$ cat config.mk
export PLATFORM = sky130hd
export DESIGN_NAME = smf_queue
export DESIGN_NICKNAME = d
export VERILOG_FILES = /design/src/sv/smf_pkg.sv /design/src/sv/smf_queue.sv
export VERILOG_INCLUDE_DIRS = /design/src /design/src/sv
export SDC_FILE = /design/constraint.sdc
export NUM_CORES = 1
export LEC_CHECK = 0
export ABC_AREA = 0
export BUFFER_PORTS_ARGS = -buffer_cell sky130_fd_sc_hd__clkbuf_2
export CORE_MARGIN = 4
export CORE_UTILIZATION = 52
export CTS_CLUSTER_SIZE = 14
export DETAILED_ROUTE_END_ITERATION = 8
export PLACE_DENSITY = 0.72
export SLEW_MARGIN = 20
export SYNTH_ARGS = -nofsm -noshare
export SYNTH_HDL_FRONTEND = slang
export SYNTH_SLANG_ARGS = --single-unit
$ cat constraint.sdc
create_clock -name clock -period 4.9 [get_ports clock]
set_clock_uncertainty 0.1 [all_clocks]
set_input_delay 0.245 -clock clock [delete_from_list [all_inputs] [get_ports clock]]
set_output_delay 0.245 -clock clock [all_outputs]
set_load 0.02 [all_outputs]
$ cat src/sv/sample_mode_finder_macros.svh
// ----------------------------------------------------------------------------
// Sample mode finder assertion macros
// Concurrent assertion helpers; they compile to nothing in synthesis.
// ----------------------------------------------------------------------------
`ifndef SAMPLE_MODE_FINDER_MACROS_SVH
`define SAMPLE_MODE_FINDER_MACROS_SVH
`ifndef SYNTHESIS
`define SMF_ASSERT_IMPLIES(label, clk, rst, ante, cons) \
   label: assert property (@(posedge clk) disable iff (rst) (ante) |-> (cons)) \
      else $error("sample mode finder assertion failed");
`define SMF_ASSERT_NEXT(label, clk, rst, ante, cons) \
   label: assert property (@(posedge clk) disable iff (rst) (ante) |=> (cons)) \
      else $error("sample mode finder assertion failed");
`else
`define SMF_ASSERT_IMPLIES(label, clk, rst, ante, cons)
`define SMF_ASSERT_NEXT(label, clk, rst, ante, cons)
`endif
`endif

$ cat src/sv/smf_pkg.sv
// ----------------------------------------------------------------------------
// Sample mode finder package
// Shared widths, defaults and the queue entry type.
// ----------------------------------------------------------------------------
`default_nettype none

package smf_pkg;

   localparam int unsigned MAX_SAMPLES_DEFAULT = 256;
   localparam int unsigned SAMPLE_W            = 64;
   localparam int unsigned MODE_COUNT_W        = 9;
   localparam int unsigned QUEUE_DEPTH         = 4;

   // One classified sample on its way from the front to the back.
   typedef struct packed {
      logic [SAMPLE_W-1:0] sample;
      logic                last_sample;
      logic                drop;
   } smf_entry_type;

endpackage

`default_nettype wire

$ cat src/sv/smf_queue.sv
// ----------------------------------------------------------------------------
// Sample mode finder queue
// Small FIFO of classified samples between the front and the back.
// ----------------------------------------------------------------------------
`default_nettype none
`include "sample_mode_finder_macros.svh"

module smf_queue (
   input  wire logic                   clock,
   input  wire logic                   reset,
   input  wire logic                   push_valid,
   output logic                        push_ready,
   input  wire smf_pkg::smf_entry_type push_data,
   output logic                        pop_valid,
   input  wire logic                   pop_ready,
   output smf_pkg::smf_entry_type      pop_data
);

   localparam int unsigned DEPTH = smf_pkg::QUEUE_DEPTH;
   localparam int unsigned PW    = $clog2(DEPTH);
   localparam int unsigned NW    = $clog2(DEPTH + 1);

   smf_pkg::smf_entry_type entry_ff [DEPTH];
   logic [PW-1:0] wr_ptr_ff, wr_ptr_in;
   logic [PW-1:0] rd_ptr_ff, rd_ptr_in;
   logic [NW-1:0] count_ff, count_in;
   logic          push, pop;

   assign push_ready = (count_ff != NW'(DEPTH));
   assign pop_valid  = (count_ff != '0);
   assign pop_data   = entry_ff[rd_ptr_ff];
   assign push       = push_valid && push_ready;
   assign pop        = pop_valid && pop_ready;

   always_comb begin
      wr_ptr_in = wr_ptr_ff;
      rd_ptr_in = rd_ptr_ff;
      count_in  = count_ff;
      if (push) begin
         wr_ptr_in = (wr_ptr_ff == PW'(DEPTH - 1)) ? '0 : wr_ptr_ff + PW'(1);
      end
      if (pop) begin
         rd_ptr_in = (rd_ptr_ff == PW'(DEPTH - 1)) ? '0 : rd_ptr_ff + PW'(1);
      end
      if (push && !pop) begin
         count_in = count_ff + NW'(1);
      end else if (pop && !push) begin
         count_in = count_ff - NW'(1);
      end
   end

   always_ff @(posedge clock) begin
      if (reset) begin
         wr_ptr_ff <= '0;
         rd_ptr_ff <= '0;
         count_ff  <= '0;
      end else begin
         wr_ptr_ff <= wr_ptr_in;
         rd_ptr_ff <= rd_ptr_in;
         count_ff  <= count_in;
      end
   end

   always_ff @(posedge clock) begin
      if (push) begin
         entry_ff[wr_ptr_ff] <= push_data;
      end
   end

   `SMF_ASSERT_NEXT(a_fill_tracks_push, clock, reset, push && !pop, count_ff == $past(count_ff) + 1'b1)

endmodule

`default_nettype wire

Word-level counts from Yosys, hierarchy flattened
Memories as Yosys holds them, arrays and structs flattened. A register that Yosys moved wholly into a read port is not among the register bits.
Index checks and enable logic that the tools add are counted.
Storage, ports and cells
  bits in registers: 7
  memories kept: 1
  output and inout bits: 68
  logic and storage cells: 27
  bits of input ports: 70
  bits in writable memories: 264
Operators by class
  eq/ne operators: 3
  multiplexer cells: 8
  reductions and logical operators: 8
  add/subtract/negate cells: 4
Memory list
  entry_ff: depth 4, bits a word 66, rd ports 1, clocked after Yosys merged registers in 1, write ports 1, line smf_queue.sv:23  | smf_pkg::smf_entry_type entry_ff [DEPTH];
Operators by type and width (count)
  two-way mux 2 bit: 4
  two-way mux 3 bit: 2
  adder 2 x 1 -> 2 bit, second input constant: 2
  == test 2 bit, second input constant: 2
  logical AND 1 bit: 4
  adder 3 x 1 -> 3 bit, second input constant: 1
  != test 3 bit, second input constant: 1
  nonzero test 3 bit: 1
  subtractor 3 x 1 -> 3 bit, second input constant: 1
  logical NOT 1 bit: 2
  two-way mux 1 bit: 2
  nonzero test 2 bit: 1

Depth between registers and ports, before layout
  depth after elaboration: 6
  mapped depth: 9
  depth with buffers taken out: 8

Least setup slack after synthesis
Ideal clock, no wire load.
  path type: register to register
  from: reg count_ff[0]
  to: reg count_ff[2]
  stages on the path, launching flop included: 8
  period minus slack after synthesis: 2.289 ns
  data arrival time: 2.119 ns
  data required time: 4.730 ns
  buffers on the path: 0
  path slack: 2.611 ns
  library setup time: 0.070 ns
  cells stage by stage: dfxtp_1 o31ai_1 ha_1 inv_1 fa_1 xor2_1 or3_2 a21oi_1
Between the ends
  cells in the longest elaborated chain, start to end: 5
  elaborated cells between the ends (all ways): 13
  those cells by class: 2 x add/sub; 1 x eq/ne; 2 x mux; 8 x reduce/logical
RTL lines
  start, declared: line smf_queue.sv:26  | logic [NW-1:0] count_ff, count_in;
  start signal, assigned: line smf_queue.sv:60  | count_ff <= count_in;
  parallel branches: the longest is 5 deep, another holds subtractor 3 x 1 -> 3 bit
Several ways; the timed one is not identified. The select of a mux whose other input is x is not followed.
A chain may end at the register's enable or synchronous reset.

==> results by group <==
Timing
  – Final setup violation count: 0
  – RSZ-0062 raised after global routing: false
  – TNS Setup: 0 ns
  – Fin worst setup slack: 2.155 ns
  – Fin. Hold Viols: 0
  – Shortest period the worst path allows: 2.745 ns
  – Final-report max-slew violation count: 0
  – Slew headroom: 29.07%
  – Slew @ Worst Pin: 1.064 ns
  – Fmax: 0.3643 GHz
  – Final period utilization: 56.02%

Global routing
  – First-pass GRT wire length: 28920 um
  – GRT Resource Usage Total: 17.04%
  – Largest net degree at the start of global routing: 67
  – Initial antenna violation count: 0
  – GRT overflow: 0
  – Number of global-route vias before repair: 5336

Power and ir drop
  – Cell Pwr Density: 494.0 nW/um^2
  – Internal Power: 0.004460 W
  – Pleak: 4.253 nW
  – Sequential share of power: 48.5%
  – Switching Share: 27.38%
  – Combinational fraction of design power: 21.6%
  – Clock Power Share: 29.9%
  – Max VDD drop: 458.0 uV
  – Switching power: 0.001681 W

Clock network
  – Htree depth: 1
  – Clock latency at the later pin of the worst-skew pair: 0.51 ns
  – Post_cts resized: 0
  – # hold bufs at CTS: 68
  – CTS tree: built
  – Setup Fix Bufs, Post-CTS: 0
  – Clock transition at path regs: 0.06 ns
  – Sink Count: 273
  – Clock Root Buffer: clkbuf_16
  – CTS Buf Count: 27
  – Max clock buf depth: 3

Critical path
  – R2R depth: 7
  – Largest fanout on the critical path: 27
  – CP top delay family: flip-flops
  – Worst path required time: 4.55 ns
  – CP bufs+invs: 2
  – Startpoint types: flop
  – CP arrival: 2.40 ns
  – WS Path Type: flop to primary output
  – FF-to-FF Start: count_ff[0]
  – R2r setup slk: 2.41 ns
  – Setup crit end kind: primary output
  – RR Endpoint: count_ff[2]
  – Critical Path Max Stage Delay: 0.73 ns
  – CP endpoint: pop_data[57]
  – Worst path cell trace: buf_4 -> mux4_2 -> clkbuf_2
  – CP max-delay cell: dfxtp_4
  – WP depth: 3

Layout
  – Area Growth Syn to Fin: 24.31%
  – Number of fill cells: 1232
  – Sequential Area: 8115 sq um
  – Leading cell type in the layout, fill and taps excluded: edfxtp_1
  – Multi-input logic area: 1785 sq um
  – Commonest cells after routing, fill and taps aside: 264 x edfxtp_1, 137 x clkbuf_2, 68 x dlygate4sd3_1, 66 x mux4_2, 27 x clkbuf_16
  – Nets: 689
  – Final Cell Area: 12430 sq um
  – Share of cells above drive strength 1: 39.94%
  – ANT cells: 0

Synth
  – Net count after synthesis: 469
  – Yosys reg bits: 273
  – Syn avg cell area: 25.51 sq um
  – Yosys top cell area share: 79.28%
  – Part of the Yosys area used for sequential elements: 81.08%
  – Synth warnings: 0
  – Largest area contributor in the netlist: edfxtp_1
  – Netlist cell types: 26
  – Mapped Cells: 392
  – Synth area leaders: edfxtp_1 79%, mux4_2 15%, dfxtp_1 1.8%
  – Syn Std Cell Area: 10000 sq um

Placed design
  – DP Area: 10960 sq um
  – IO Port Bufs: 137
  – Placement Setup Slack: 2.432 ns
  – Post-DP HPWL: 9772 um
  – Global placement routability congestion: 0.7569

Floorplan
  – Area of the core: 18830 sq um
  – Initial Util: 53.10%
  – Row count: 50
  – Io pins: 138
  – Chip width: 146.7 um
  – Die area: 21510 sq um
  – Chip height: 146.7 um

Status
  – Status: complete, no violations

Routing
  – Detailed-route via count: 4725
  – ANT nets after route: 0
  – DRT Pass-1 Iters: 6
  – Residual DRC: 0
  – Average routed wire per standard cell: 20.04 um
  – Met2 routed WL: 8996 um
  – Final wirelength: 17850 um
  – Met3 wire len: 1162 um
  – Highest metal layer with signal wires: met4
  – Wl on met1: 7356 um
  – First DRT Iteration DRCs: 226
  – Vias/cell: 5.303

Hold path
  – Worst min path class: input port to flop
  – WHS Path Cells: 4

Flow run
  – Maxcap violations: 0
synthesized netlist by cell type:
| master | number |
|---|---|
| a21oi_1 | 2 |
| and2_4 | 1 |
| and3_2 | 4 |
| buf_2 | 7 |
| buf_4 | 1 |
| buf_6 | 5 |
| clkbuf_1 | 3 |
| dfxtp_1 | 9 |
| edfxtp_1 | 264 |
| fa_1 | 1 |
| ha_1 | 6 |
| inv_1 | 3 |
| mux2i_1 | 3 |
| mux4_2 | 66 |
| nand2_1 | 1 |
| nand2b_1 | 2 |
| nand3_1 | 1 |
| nor2_1 | 3 |
| nor3_1 | 1 |
| o21ai_0 | 1 |
| o31ai_1 | 1 |
| o31ai_2 | 1 |
| or3_1 | 1 |
| or3_2 | 2 |
| or3b_1 | 1 |
| xor2_1 | 2 |
registers in the layout, summed over array words and instances, names as in the netlist, named ones only:
name       count
entry_ff     264
rd_ptr_ff      2
count_ff       3
wr_ptr_ff      2
worst min-delay path, cell delays in order:
cell and delay (ns):
clkbuf_2 0.08, o31ai_1 0.12, nand2_1 0.09, a21oi_1 0.07
power groups by stage:
stage | Sequential [W] | Clock, W | Combinational (W)
finish | 0.00298 | 0.00184 | 0.00133
global route | 0.00301 | 0.00200 | 0.00143
CTS | 0.00299 | 0.00188 | 0.00136
detailed placement | 0.00303 | 0 | 0.00131
global placement | 0.00306 | 0 | 0.00122
floorplan | 0.00293 | 0 | 0.000978
through the flow:
| step | hold WS [ns] | util [%] | total power, W | instances |
|---|---|---|---|---|
| after floorplan | 0.2439 | - | 0.003903 | 392 |
| after global placement | 0.3567 | 58.05 | 0.004278 | 774 |
| after detailed placement | 0.3659 | 58.19 | 0.004339 | 775 |
| after CTS | 0.01493 | 66.01 | 0.006223 | 891 |
| after global routing | 0.06647 | 66.01 | 0.006435 | 891 |
| final | 0.03882 | 66.01 | 0.006141 | 891 |
logic make-up (layout without fill, tap and decap cells):
family                   count (synthesis)  after routing  synth area share (%)
buffers and inverters                   19            258                 1.214
AND/OR/NAND/NOR                         17             17                 1.063
multiplexers                            69             69                 15.17
adder cells (fa/ha/maj)                  7              7                0.9509
flip-flops                             273            273                 81.08
AO/OA/AOI/OAI                            5              5                0.3503
XOR/XNOR                                 2              2                0.1752
worst min-delay path by stage:
stage,slack [ns],end,from
3_3_place_gp,0.36,entry_ff[2][57],push_data[57]
2_1_floorplan,0.24,entry_ff[0][0],push_data[0]
3_5_place_dp,0.37,entry_ff[1][61],push_data[61]
5_1_grt,0.07,flop,pop_ready
4_1_cts,0.01,flop,pop_ready
6_report,0.04,flop,pop_ready
final cells by class:
| class | instances | share of cell area [%] |
|---|---|---|
| inverters | 3 | 0.09059 |
| clock inverters | 14 | 0.5637 |
| flip-flops and latches | 273 | 65.28 |
| well taps | 260 | 2.617 |
| clock buffers | 34 | 5.808 |
| multi-input cells | 100 | 14.36 |
| repair buffers | 207 | 11.27 |
layer usage:
| layer | track usage, % | up-vias |
|---|---|---|
| met5 | 0 | - |
| met4 | 4.186 | 0 |
| met3 | 3.476 | 30 |
| met2 | 28.26 | 155 |
| met1 | 23.65 | 2423 |
| li1 | - | 2117 |
Power figures use the tool's default switching activity.
