**src/sv/sample_mode_finder_macros.svh**
```systemverilog
// ----------------------------------------------------------------------------
// Sample mode finder assertion macros
// Concurrent assertion helpers; they compile to nothing in synthesis.
// ----------------------------------------------------------------------------
`ifndef SAMPLE_MODE_FINDER_MACROS_SVH
`define SAMPLE_MODE_FINDER_MACROS_SVH
`ifndef SYNTHESIS
`define SMF_ASSERT_IMPLIES(label, clk, rst, ante, cons) \
   label: assert property (@(posedge clk) disable iff (rst) (ante) |-> (cons)) \
      else $error("sample mode finder assertion failed");
`define SMF_ASSERT_NEXT(label, clk, rst, ante, cons) \
   label: assert property (@(posedge clk) disable iff (rst) (ante) |=> (cons)) \
      else $error("sample mode finder assertion failed");
`else
`define SMF_ASSERT_IMPLIES(label, clk, rst, ante, cons)
`define SMF_ASSERT_NEXT(label, clk, rst, ante, cons)
`endif
`endif

```
**src/sv/smf_pkg.sv**
```systemverilog
// ----------------------------------------------------------------------------
// Sample mode finder package
// Shared widths, defaults and the queue entry type.
// ----------------------------------------------------------------------------
`default_nettype none

package smf_pkg;

   localparam int unsigned MAX_SAMPLES_DEFAULT = 256;
   localparam int unsigned SAMPLE_W            = 64;
   localparam int unsigned MODE_COUNT_W        = 9;
   localparam int unsigned QUEUE_DEPTH         = 4;

   // One classified sample on its way from the front to the back.
   typedef struct packed {
      logic [SAMPLE_W-1:0] sample;
      logic                last_sample;
      logic                drop;
   } smf_entry_type;

endpackage

`default_nettype wire

```
**src/sv/smf_req_if.sv**
```systemverilog
// ----------------------------------------------------------------------------
// Sample request channel
// Valid/ready channel carrying one sample and its end-of-set flag.
// ----------------------------------------------------------------------------
`default_nettype none

interface smf_req_if;
   logic                         valid;
   logic                         ready;
   logic [smf_pkg::SAMPLE_W-1:0] sample;
   logic                         last_sample;

   modport source (output valid, output sample, output last_sample, input ready);
   modport sink   (input valid, input sample, input last_sample, output ready);
endinterface

`default_nettype wire

```
**src/sv/smf_front.sv**
```systemverilog
// ----------------------------------------------------------------------------
// Sample mode finder front end
// Accepts samples and marks those that arrive while the store is full.
// ----------------------------------------------------------------------------
`default_nettype none

module smf_front #(
   parameter int unsigned MAX_SAMPLES = smf_pkg::MAX_SAMPLES_DEFAULT
) (
   input  wire logic               clock,
   input  wire logic               reset,
   smf_req_if.sink                 req_ch,
   output logic                    push_valid,
   input  wire logic               push_ready,
   output smf_pkg::smf_entry_type  push_data
);

   localparam int unsigned CW = $clog2(MAX_SAMPLES + 1);

   // Mirrors the fill level that the back end will reach once it has
   // drained everything pushed so far.
   logic [CW-1:0] fill_ff, fill_in;
   logic          full;
   logic          accept;

   assign full       = (fill_ff == CW'(MAX_SAMPLES));
   assign accept     = req_ch.valid && push_ready;
   assign req_ch.ready = push_ready;
   assign push_valid = req_ch.valid;

   always_comb begin
      push_data.sample      = req_ch.sample;
      push_data.last_sample = req_ch.last_sample;
      push_data.drop        = full;
   end

   always_comb begin
      fill_in = fill_ff;
      if (accept) begin
         if (req_ch.last_sample) begin
            fill_in = '0;
         end else if (!full) begin
            fill_in = fill_ff + CW'(1);
         end
      end
   end

   always_ff @(posedge clock) begin
      if (reset) begin
         fill_ff <= '0;
      end else begin
         fill_ff <= fill_in;
      end
   end

endmodule

`default_nettype wire

```
**src/flat_wrapper.sv**
```systemverilog
// flat-port wrapper written by rule: the top's interface ports become plain ports
module smf_front_flat 
#(
   parameter int unsigned MAX_SAMPLES = smf_pkg::MAX_SAMPLES_DEFAULT
)
  (clock, reset, push_valid, push_ready, push_data, req_ch_valid, req_ch_sample, req_ch_last_sample, req_ch_ready);
  smf_req_if req_ch_i ();
  input  wire logic clock;
  input  wire logic reset;
  output logic push_valid;
  input  wire logic push_ready;
  output smf_pkg::smf_entry_type push_data;
  input wire logic [$bits(req_ch_i.valid)-1:0] req_ch_valid;
  input wire logic [$bits(req_ch_i.sample)-1:0] req_ch_sample;
  input wire logic [$bits(req_ch_i.last_sample)-1:0] req_ch_last_sample;
  output wire logic [$bits(req_ch_i.ready)-1:0] req_ch_ready;
  assign req_ch_i.valid = req_ch_valid;
  assign req_ch_i.sample = req_ch_sample;
  assign req_ch_i.last_sample = req_ch_last_sample;
  assign req_ch_ready = req_ch_i.ready;
  smf_front #(.MAX_SAMPLES(MAX_SAMPLES)) u_core (.clock(clock), .reset(reset), .req_ch(req_ch_i), .push_valid(push_valid), .push_ready(push_ready), .push_data(push_data));
endmodule
```
**config.mk**
```make
export PLATFORM = sky130hd
export DESIGN_NAME = smf_front_flat
export DESIGN_NICKNAME = d
export VERILOG_FILES = /design/src/sv/sample_mode_finder_macros.svh /design/src/sv/smf_pkg.sv /design/src/sv/smf_req_if.sv /design/src/sv/smf_front.sv /design/src/flat_wrapper.sv
export SDC_FILE = /design/constraint.sdc
export NUM_CORES = 1
export LEC_CHECK = 0
export BUFFER_PORTS_ARGS = -buffer_cell sky130_fd_sc_hd__buf_2
export CAP_MARGIN = 0
export CORE_MARGIN = 8
export CORE_UTILIZATION = 34
export DETAILED_ROUTE_END_ITERATION = 10
export PLACE_DENSITY = 0.86
export SYNTH_ARGS = -nofsm -noshare
export SYNTH_HDL_FRONTEND = slang
export SYNTH_SLANG_ARGS = --single-unit
```
**constraint.sdc**
```tcl
create_clock -name clock -period 5.2 [get_ports clock]
set_clock_uncertainty 0.2 [all_clocks]
set_input_delay 0.26 -clock clock [delete_from_list [all_inputs] [get_ports clock]]
set_output_delay 0.26 -clock clock [all_outputs]
set_load 0.005 [all_outputs]
```
### After elaboration in Yosys (flattened, before gate mapping)

Cells that the tools add are included.
Widths: inputs -> output; s select.

* add/subtract/negate cells: 1
* equality and inequality tests: 2
* muxes and demuxes: 2
* reductions and logical operators: 2

Operator list (number)
* $mux 9: 2
* $add 9x1->9 const B: 1
* $eq 9x9->1 const B: 1
* $ne 2x2->1 const B: 1
* $reduce_and 2->1: 1
* $logic_and 1x1->1: 1

* register bits after elaboration: 9
* input bits: 69
* output and inout port bits: 68
* word-level logic and storage cells: 8

### Logic depth before layout (Yosys ltp)

Gate-level depths: netlist of run 1.

* depth in word-level cells: 3
* gate-level depth with buffers: 5
* depth with buffers taken out: 5

### Worst setup path after synthesis of run 1

No wires, ideal clock.

* path kind: register -> register
* from: register u_core.fill_ff[2]
* to: register u_core.fill_ff[0]
* setup time: 0.074 ns
* arrival: 1.443 ns
* data required time: 4.926 ns
* slack: 3.483 ns
* cell stages (with the launch flop): 4
* buffers on the path: 0
* clock period less this slack: 1.717 ns
* cells stage by stage: dfxtp_1 -> or4_4 -> or4_1 -> a31oi_1

* cells in the longest elaborated chain, start to end: 3

Ends and longest elaborated chain
* from (decl): line smf_front.sv:22 `logic [CW-1:0] fill_ff, fill_in;`
* from (signal assigned): line smf_front.sv:52 `fill_ff <= fill_in;`
* $eq 9x9->1: line smf_front.sv:26 `assign full = (fill_ff == CW'(MAX_SAMPLES));`
* $ne 2x2->1 (no source line)
* $reduce_and 2->1 (no source line)

No other way between the ends.
A chain may end at the register's enable or synchronous reset.

==> flow_summary.toml, run 1 <==
[run_status]
status = "complete, no violations"

[pwr]
p_leak_nw = 0.2002
power.switching_mw = 0.03283
pwr-share-clk_pct = 40.5
p_int_mw = 0.1027
power_frac_comb_pct = 7.8
swShare_pct = 24.22
cellPowerDensity_mw_per_mm2 = 214.5
seq_power_share_pct = 51.6
vdd.ir_drop.worst_v = 0.00004301

[grt]
track_usage_pct = 6.365
grt_pass1_vias = 564
antenna_found_initial = 0
grt_pass1_wl_um = 2594
grt_max_degree = 12
gr-total-overflow = 0

[worst_hold_path]
hold_path.class = "primary input to flip-flop"
hold_start = "reset"
whs_path_depth = 2
min_to = "u_core.fill_ff[4]"

[route]
first_pass_iters = 4
ant_nets = 0
route.detailed.drc = 0
routedWlPerCell_um = 15.03
routed_wl_um = 1638
drt_iter0_markers = 103
vias_per_cell = 5.587
dr_total_vias = 609

[finish]
fin_nets = 148
diodes = 0
fillers = 324
multi_input_area_um2 = 332.8
top_register = "u_core.fill_ff"
largest_reg_flops = 9
drive_gt1_share_pct = 17.11
ff_latch_area_um2 = 180.2
syn_to_final_growth_pct = -39.45
top_regs = "u_core.fill_ff (9)"
final_util_pct = 21.22

[cts]
clkTransAtPathRegs_ps = 60
numCtsBuffers = 3
hold_buffers = 0
clock_path_buffers = 2
clkSinkCount = 9
cts_tree = "done"
h-tree-depth = 1
worstSkewPairLatency_ps = 260
clock-root-buffer = "clkbuf_4"
postCtsSetupBuffers = 0
cts_resized = 0

[sta]
period_share_pct = 37.36
finalCriticalPeriod_ps = 1943
setup_tns_ps = 0
tightest_slew_ps = 322.3
slew_headroom_pct = 78.24
drv_slew = 0
rsz0062_at_grt = "false"
finalHoldViolCount = 0
max_freq_ghz = 0.5147
setup_viol = 0

[setup_path]
critPathKind = "flip-flop to output port"
cp_cell_sequence = "or4_4, nor2_1, buf_2"
critPathMaxFanout = 8
reg2reg_depth = 4
regToRegSetupSlack_ps = 3400
crit_path_start_kind = "flip-flop"
worstPathArrival_ps = 1480
r2r-end = "u_core.fill_ff[4]"
endpoint_kind = "output port"
required_ps = 4740
critPathSlowestCell = "or4_4"
r2r-start = "u_core.fill_ff[1]"
cp_slowest_stage_delay_ps = 580

[die]
die-area_mm2 = 0.005098
die_w_um = 71.40
coreArea_mm2 = 0.002978
io_pins = 137
start_util_pct = 35.04
die_h_um = 71.40
rows = 20

[synthesis]
syn_nets = 205
ys_seq_area_share_pct = 17.27
synth-seq-cells = 9
avgSynthCellArea_um2 = 7.787
ys.warnings.count = 0
yosysUniqueCellTypes = 27
syn_area_mm2 = 0.001044
synthCells = 134

[placed_design]
dp_hpwl_um = 1201
numPortBuffers = 8
gp_congestion = 0.7762

[job]
cap_viol_max_count = 0
-- layout by cell type (no fill, tap or decap), drive strengths merged --
cell type,count
o2111ai,1
nand2,8
or4,5
ha,2
nand4,1
or3,1
dfxtp,9
o311ai,2
buf,8
or4b,2
o21ai,5
a2bb2oi,1
a221oi,1
nand3b,1
o211ai,1
clkbuf,4
a21oi,5
nand4bb,1
a31oi,5
nand3,4
nor2b,2
nor2,3
inv,3
and3b,1
-- routing by layer --
| metal | vias to the layer above | global-route usage, % | part of all wire, % |
|---|---|---|---|
| met1 | 272 | 6.475 | 41 |
| met4 | 0 | 9.469 | 6.0 |
| met3 | 20 | 3.487 | 12 |
| li1 | 279 | - | - |
| met5 | - | 0 | 0 |
| met2 | 38 | 7.551 | 41 |
-- kinds of logic after synthesis --
family	synth area share, %
adder cells (fa/ha/maj)	2.398
AND/OR/NAND/NOR	16.79
flip-flops	17.27
AO/OA/AOI/OAI	12.71
buffers and inverters	50.84
-- worst max-delay path: cells and delay by family (launching register included) --
kind | cells | cell delay [ps]
and+or+nand+nor | 2 | 710
DFF | 1 | 370
buffers and inverters | 1 | 130
-- cells in the mapped netlist, drive strengths merged --
library cell | number | area share [%]
or4 | 5 | 4.0
nand4bb | 1 | 1.1
o311ai | 2 | 1.7
nand3b | 1 | 0.72
or4b | 2 | 1.9
a221oi | 1 | 0.84
a2bb2oi | 1 | 0.84
nand3 | 4 | 1.9
o211ai | 1 | 0.72
and3b | 1 | 0.84
nor2 | 3 | 1.1
ha | 2 | 2.4
a21oi | 5 | 2.4
buf | 70 | 50
inv | 3 | 1.1
a31oi | 5 | 3.0
nor2b | 2 | 1.2
nand4 | 1 | 0.60
dfxtp | 9 | 17
or3 | 1 | 0.60
nand2 | 8 | 2.9
o2111ai | 1 | 0.84
o21ai | 5 | 2.4
-- layout make-up --
cell class / count / share of cell area (%)
Clock buffer: 4 / 4.158
Tap cell: 33 / 6.535
Sequential cell: 9 / 28.51
Multi-Input combinational cell: 52 / 52.67
Timing Repair Buffer: 8 / 6.337
Inverter: 3 / 1.782
-- how the worst max path moves through the flow --
stage / startpoint / to / slack (ps)
after global placement: u_core.fill_ff[2] / u_core.fill_ff[0] / 3440
final: u_core.fill_ff[2] / push_data[0] / 3260
after global routing: u_core.fill_ff[2] / push_data[0] / 3170
after floorplan: u_core.fill_ff[2] / u_core.fill_ff[0] / 3480
after CTS: u_core.fill_ff[2] / push_data[0] / 3260
after detailed placement: u_core.fill_ff[0] / u_core.fill_ff[4] / 3410
-- power groups by stage --
stage | clock network (mW) | registers (mW) | logic (mW)
4_1_cts | 0.0568 | 0.0700 | 0.0106
3_3_place_gp | 0 | 0.0715 | 0.0104
2_1_floorplan | 0 | 0.0714 | 0.0474
6_report | 0.0550 | 0.0700 | 0.0106
3_5_place_dp | 0 | 0.0716 | 0.0106
5_1_grt | 0.0598 | 0.0700 | 0.0120
-- through the flow --
step | setup WS (ps) | total power, mW | area, um2 | hold WS, ps | cells
CTS | 3257 | 0.1374 | 631.9 | 81.54 | 109
global route | 3168 | 0.1418 | 631.9 | 109.7 | 109
global placement | 3438 | 0.08196 | 605.6 | 295.3 | 105
finish | 3257 | 0.1355 | 631.9 | 87.61 | 109
detailed placement | 3410 | 0.08213 | 605.6 | 305.9 | 105
floorplan | 3483 | 0.1188 | 1044 | 262.6 | 134
No activity file was read; power rests on OpenSTA's default activity.
==> inputs of run 2 (changes only) <==
- CORE_UTILIZATION: 34 -> 29
- PLACE_DENSITY: 0.86 -> 0.78
- clock period: 5.2 -> 1.7 ns (I/O delays scaled with it)
==> run 2 against run 1 <==
Against the previous run:
- the run now ends with setup timing left
- clock power rose to 3.1 times the previous value
- cell area is 120% higher
- flip-flop and latch count unchanged
- global-route usage grew 4.3 points
- sequential share of layout area shrank 15 points
- worst hold slack worse by 68 ps
- clock-buffer cell count did not move
- via count rose by 53%
- critical path depth increased by 1
- non-clock buffer count grew 75
- total power grew to 4.2 times the previous value
- first-iteration DRC count is 53% lower
- critical endpoint unchanged
- largest power group unchanged
==> flow_summary.toml, run 2 (synthesis gave the netlist of run 1 again) <==
[route]
routed_wl_um = 3296
first_pass_iters = 4
ant_nets = 0
route.detailed.drc = 0
dr_total_vias = 929
vias_per_cell = 4.716
routedWlPerCell_um = 16.73
drt_iter0_markers = 48

[grt]
grt_pass1_vias = 1068
gr-total-overflow = 0
track_usage_pct = 10.64
grt_pass1_wl_um = 5216
grt_use_met1_pct = 8.974
use_met3_pct = 7.075
antenna_found_initial = 0
grt_max_degree = 11
grt_use_met2_pct = 18.85
busiest_layer = "met2"

[finish]
final_util_pct = 41.45
top_register = "u_core.fill_ff"
final_common_cell = "dlygate4sd3_1"
fillers = 316
largest_reg_flops = 9
fin_nets = 223
finalInstanceArea_mm2 = 0.001405
mostFrequentLayoutCells = "65 x dlygate4sd3_1, 9 x buf_4, 8 x nand2_1, 8 x buf_2"
top_regs = "u_core.fill_ff (9)"
final_cells = 197
syn_to_final_growth_pct = 34.65
diodes = 0
drive_gt1_share_pct = 19.87

[cts]
numCtsBuffers = 3
clock_path_buffers = 2
h-tree-depth = 1
clkSinkCount = 9
clock-root-buffer = "clkbuf_4"
worstSkewPairLatency_ps = 270
clkTransAtPathRegs_ps = 60
cts_tree = "done"

[job]
cap_viol_max_count = 0

[worst_hold_path]
hold_path.class = "primary input to flip-flop"

[die]
io_pins = 137
rows = 21
die_h_um = 75.99
die_w_um = 75.99
die-area_mm2 = 0.005774
coreArea_mm2 = 0.003390
start_util_pct = 30.79

[run_status]
violations = "setup timing"
status = "complete, but fails checks"

[setup_path]
critPathKind = "flip-flop to output port"
regToRegSetupSlack_ps = 20
required_ps = 1410
r2r-start = "u_core.fill_ff[5]"
r2r-end = "u_core.fill_ff[0]"
endpoint_kind = "output port"
worstPathArrival_ps = 1440
worstSetupStartpoint = "u_core.fill_ff[5]"
reg2reg_depth = 5
critPathCapture = "push_data[0]"
critPathMaxFanout = 3
crit_path_start_kind = "flip-flop"

[placed_design]
dp_cells = 126
placed_cell_area_um2 = 681.9
dp_hpwl_um = 1310
numPortBuffers = 8
gp_congestion = 0.8113
pre_cts_slack_ps = -3.824

[sta]
period_share_pct = 101.5
slew_headroom_pct = 79.43
max_freq_ghz = 0.5793
tightest_slew_ps = 304.7
finalHoldViolCount = 0
fin_ws_ps = -26.11
rsz0062_at_grt = "true"
finalCriticalPeriod_ps = 1726
drv_slew = 0
setup_viol = 1

[pwr]
finalPower_mw = 0.5634
cellPowerDensity_mw_per_mm2 = 401.0
p_leak_nw = 0.5230
vdd.ir_drop.worst_v = 0.0001359
-- run 2: power by group --
| group | leakage, nW | switching [mW] | internal [mW] |
|---|---|---|---|
| Sequential | 0.0751 | 0.00186 | 0.210 |
| Combinational | 0.433 | 0.0647 | 0.115 |
| Clock | 0.0150 | 0.0807 | 0.0909 |
| Total | 0.523 | 0.147 | 0.416 |
-- run 2: per-layer routing --
layer | vias up | share of wire, % | wire length (um)
met5 | - | 0 | 0
met4 | 0 | 0.76 | 25
met3 | 4 | 13 | 437
met2 | 80 | 52 | 1722
met1 | 416 | 34 | 1111
li1 | 429 | - | -
-- run 2: area by class of cell --
class	count	area (um2)	area share, %
repair buffers	83	769.5	54.76
flip-flops and latches	9	190.2	13.54
multi-input cells	52	350.3	24.93
clock buffers	4	26.28	1.870
inverters	3	11.26	0.8014
well taps	46	57.56	4.096
-- run 2: worst max-delay path, stage by stage (launching register included) --
cell	delay [ps]
dfxtp_2	320
or4_4	530
buf_6	140
nor2_4	70
buf_2	110
-- run 2: stage by stage --
stage | TNS [ps] | hold slack, ps
6_report | -26.11 | 19.87
2_1_floorplan | 0 | 50.82
5_1_grt | -152.5 | 60.66
4_1_cts | -41.35 | 18.33
3_3_place_gp | 0 | -29.97
3_5_place_dp | -3.824 | -29.97
-- run 2: how the worst min path moves through the flow --
stage	start	endpoint	slack, ps	cells after the start
after floorplan	req_ch_sample[8]	push_data[10]	50	1
after global placement	req_ch_sample[8]	push_data[10]	-30	0
after detailed placement	req_ch_sample[8]	push_data[10]	-30	0
after CTS	req_ch_valid	u_core.fill_ff[8]	20	4
after global routing	req_ch_valid	u_core.fill_ff[8]	60	4
final	push_ready	u_core.fill_ff[8]	20	4
-- run 2: timing repair --
item / in CTS / in global routing
setup endpoints to repair: 2 / 6
hold buffers: 65 / 0
gates resized for setup: 5 / 7
hold endpoints to repair: 73 / 0
pin swaps: 1 / 3
buffers inserted: 1 / 1
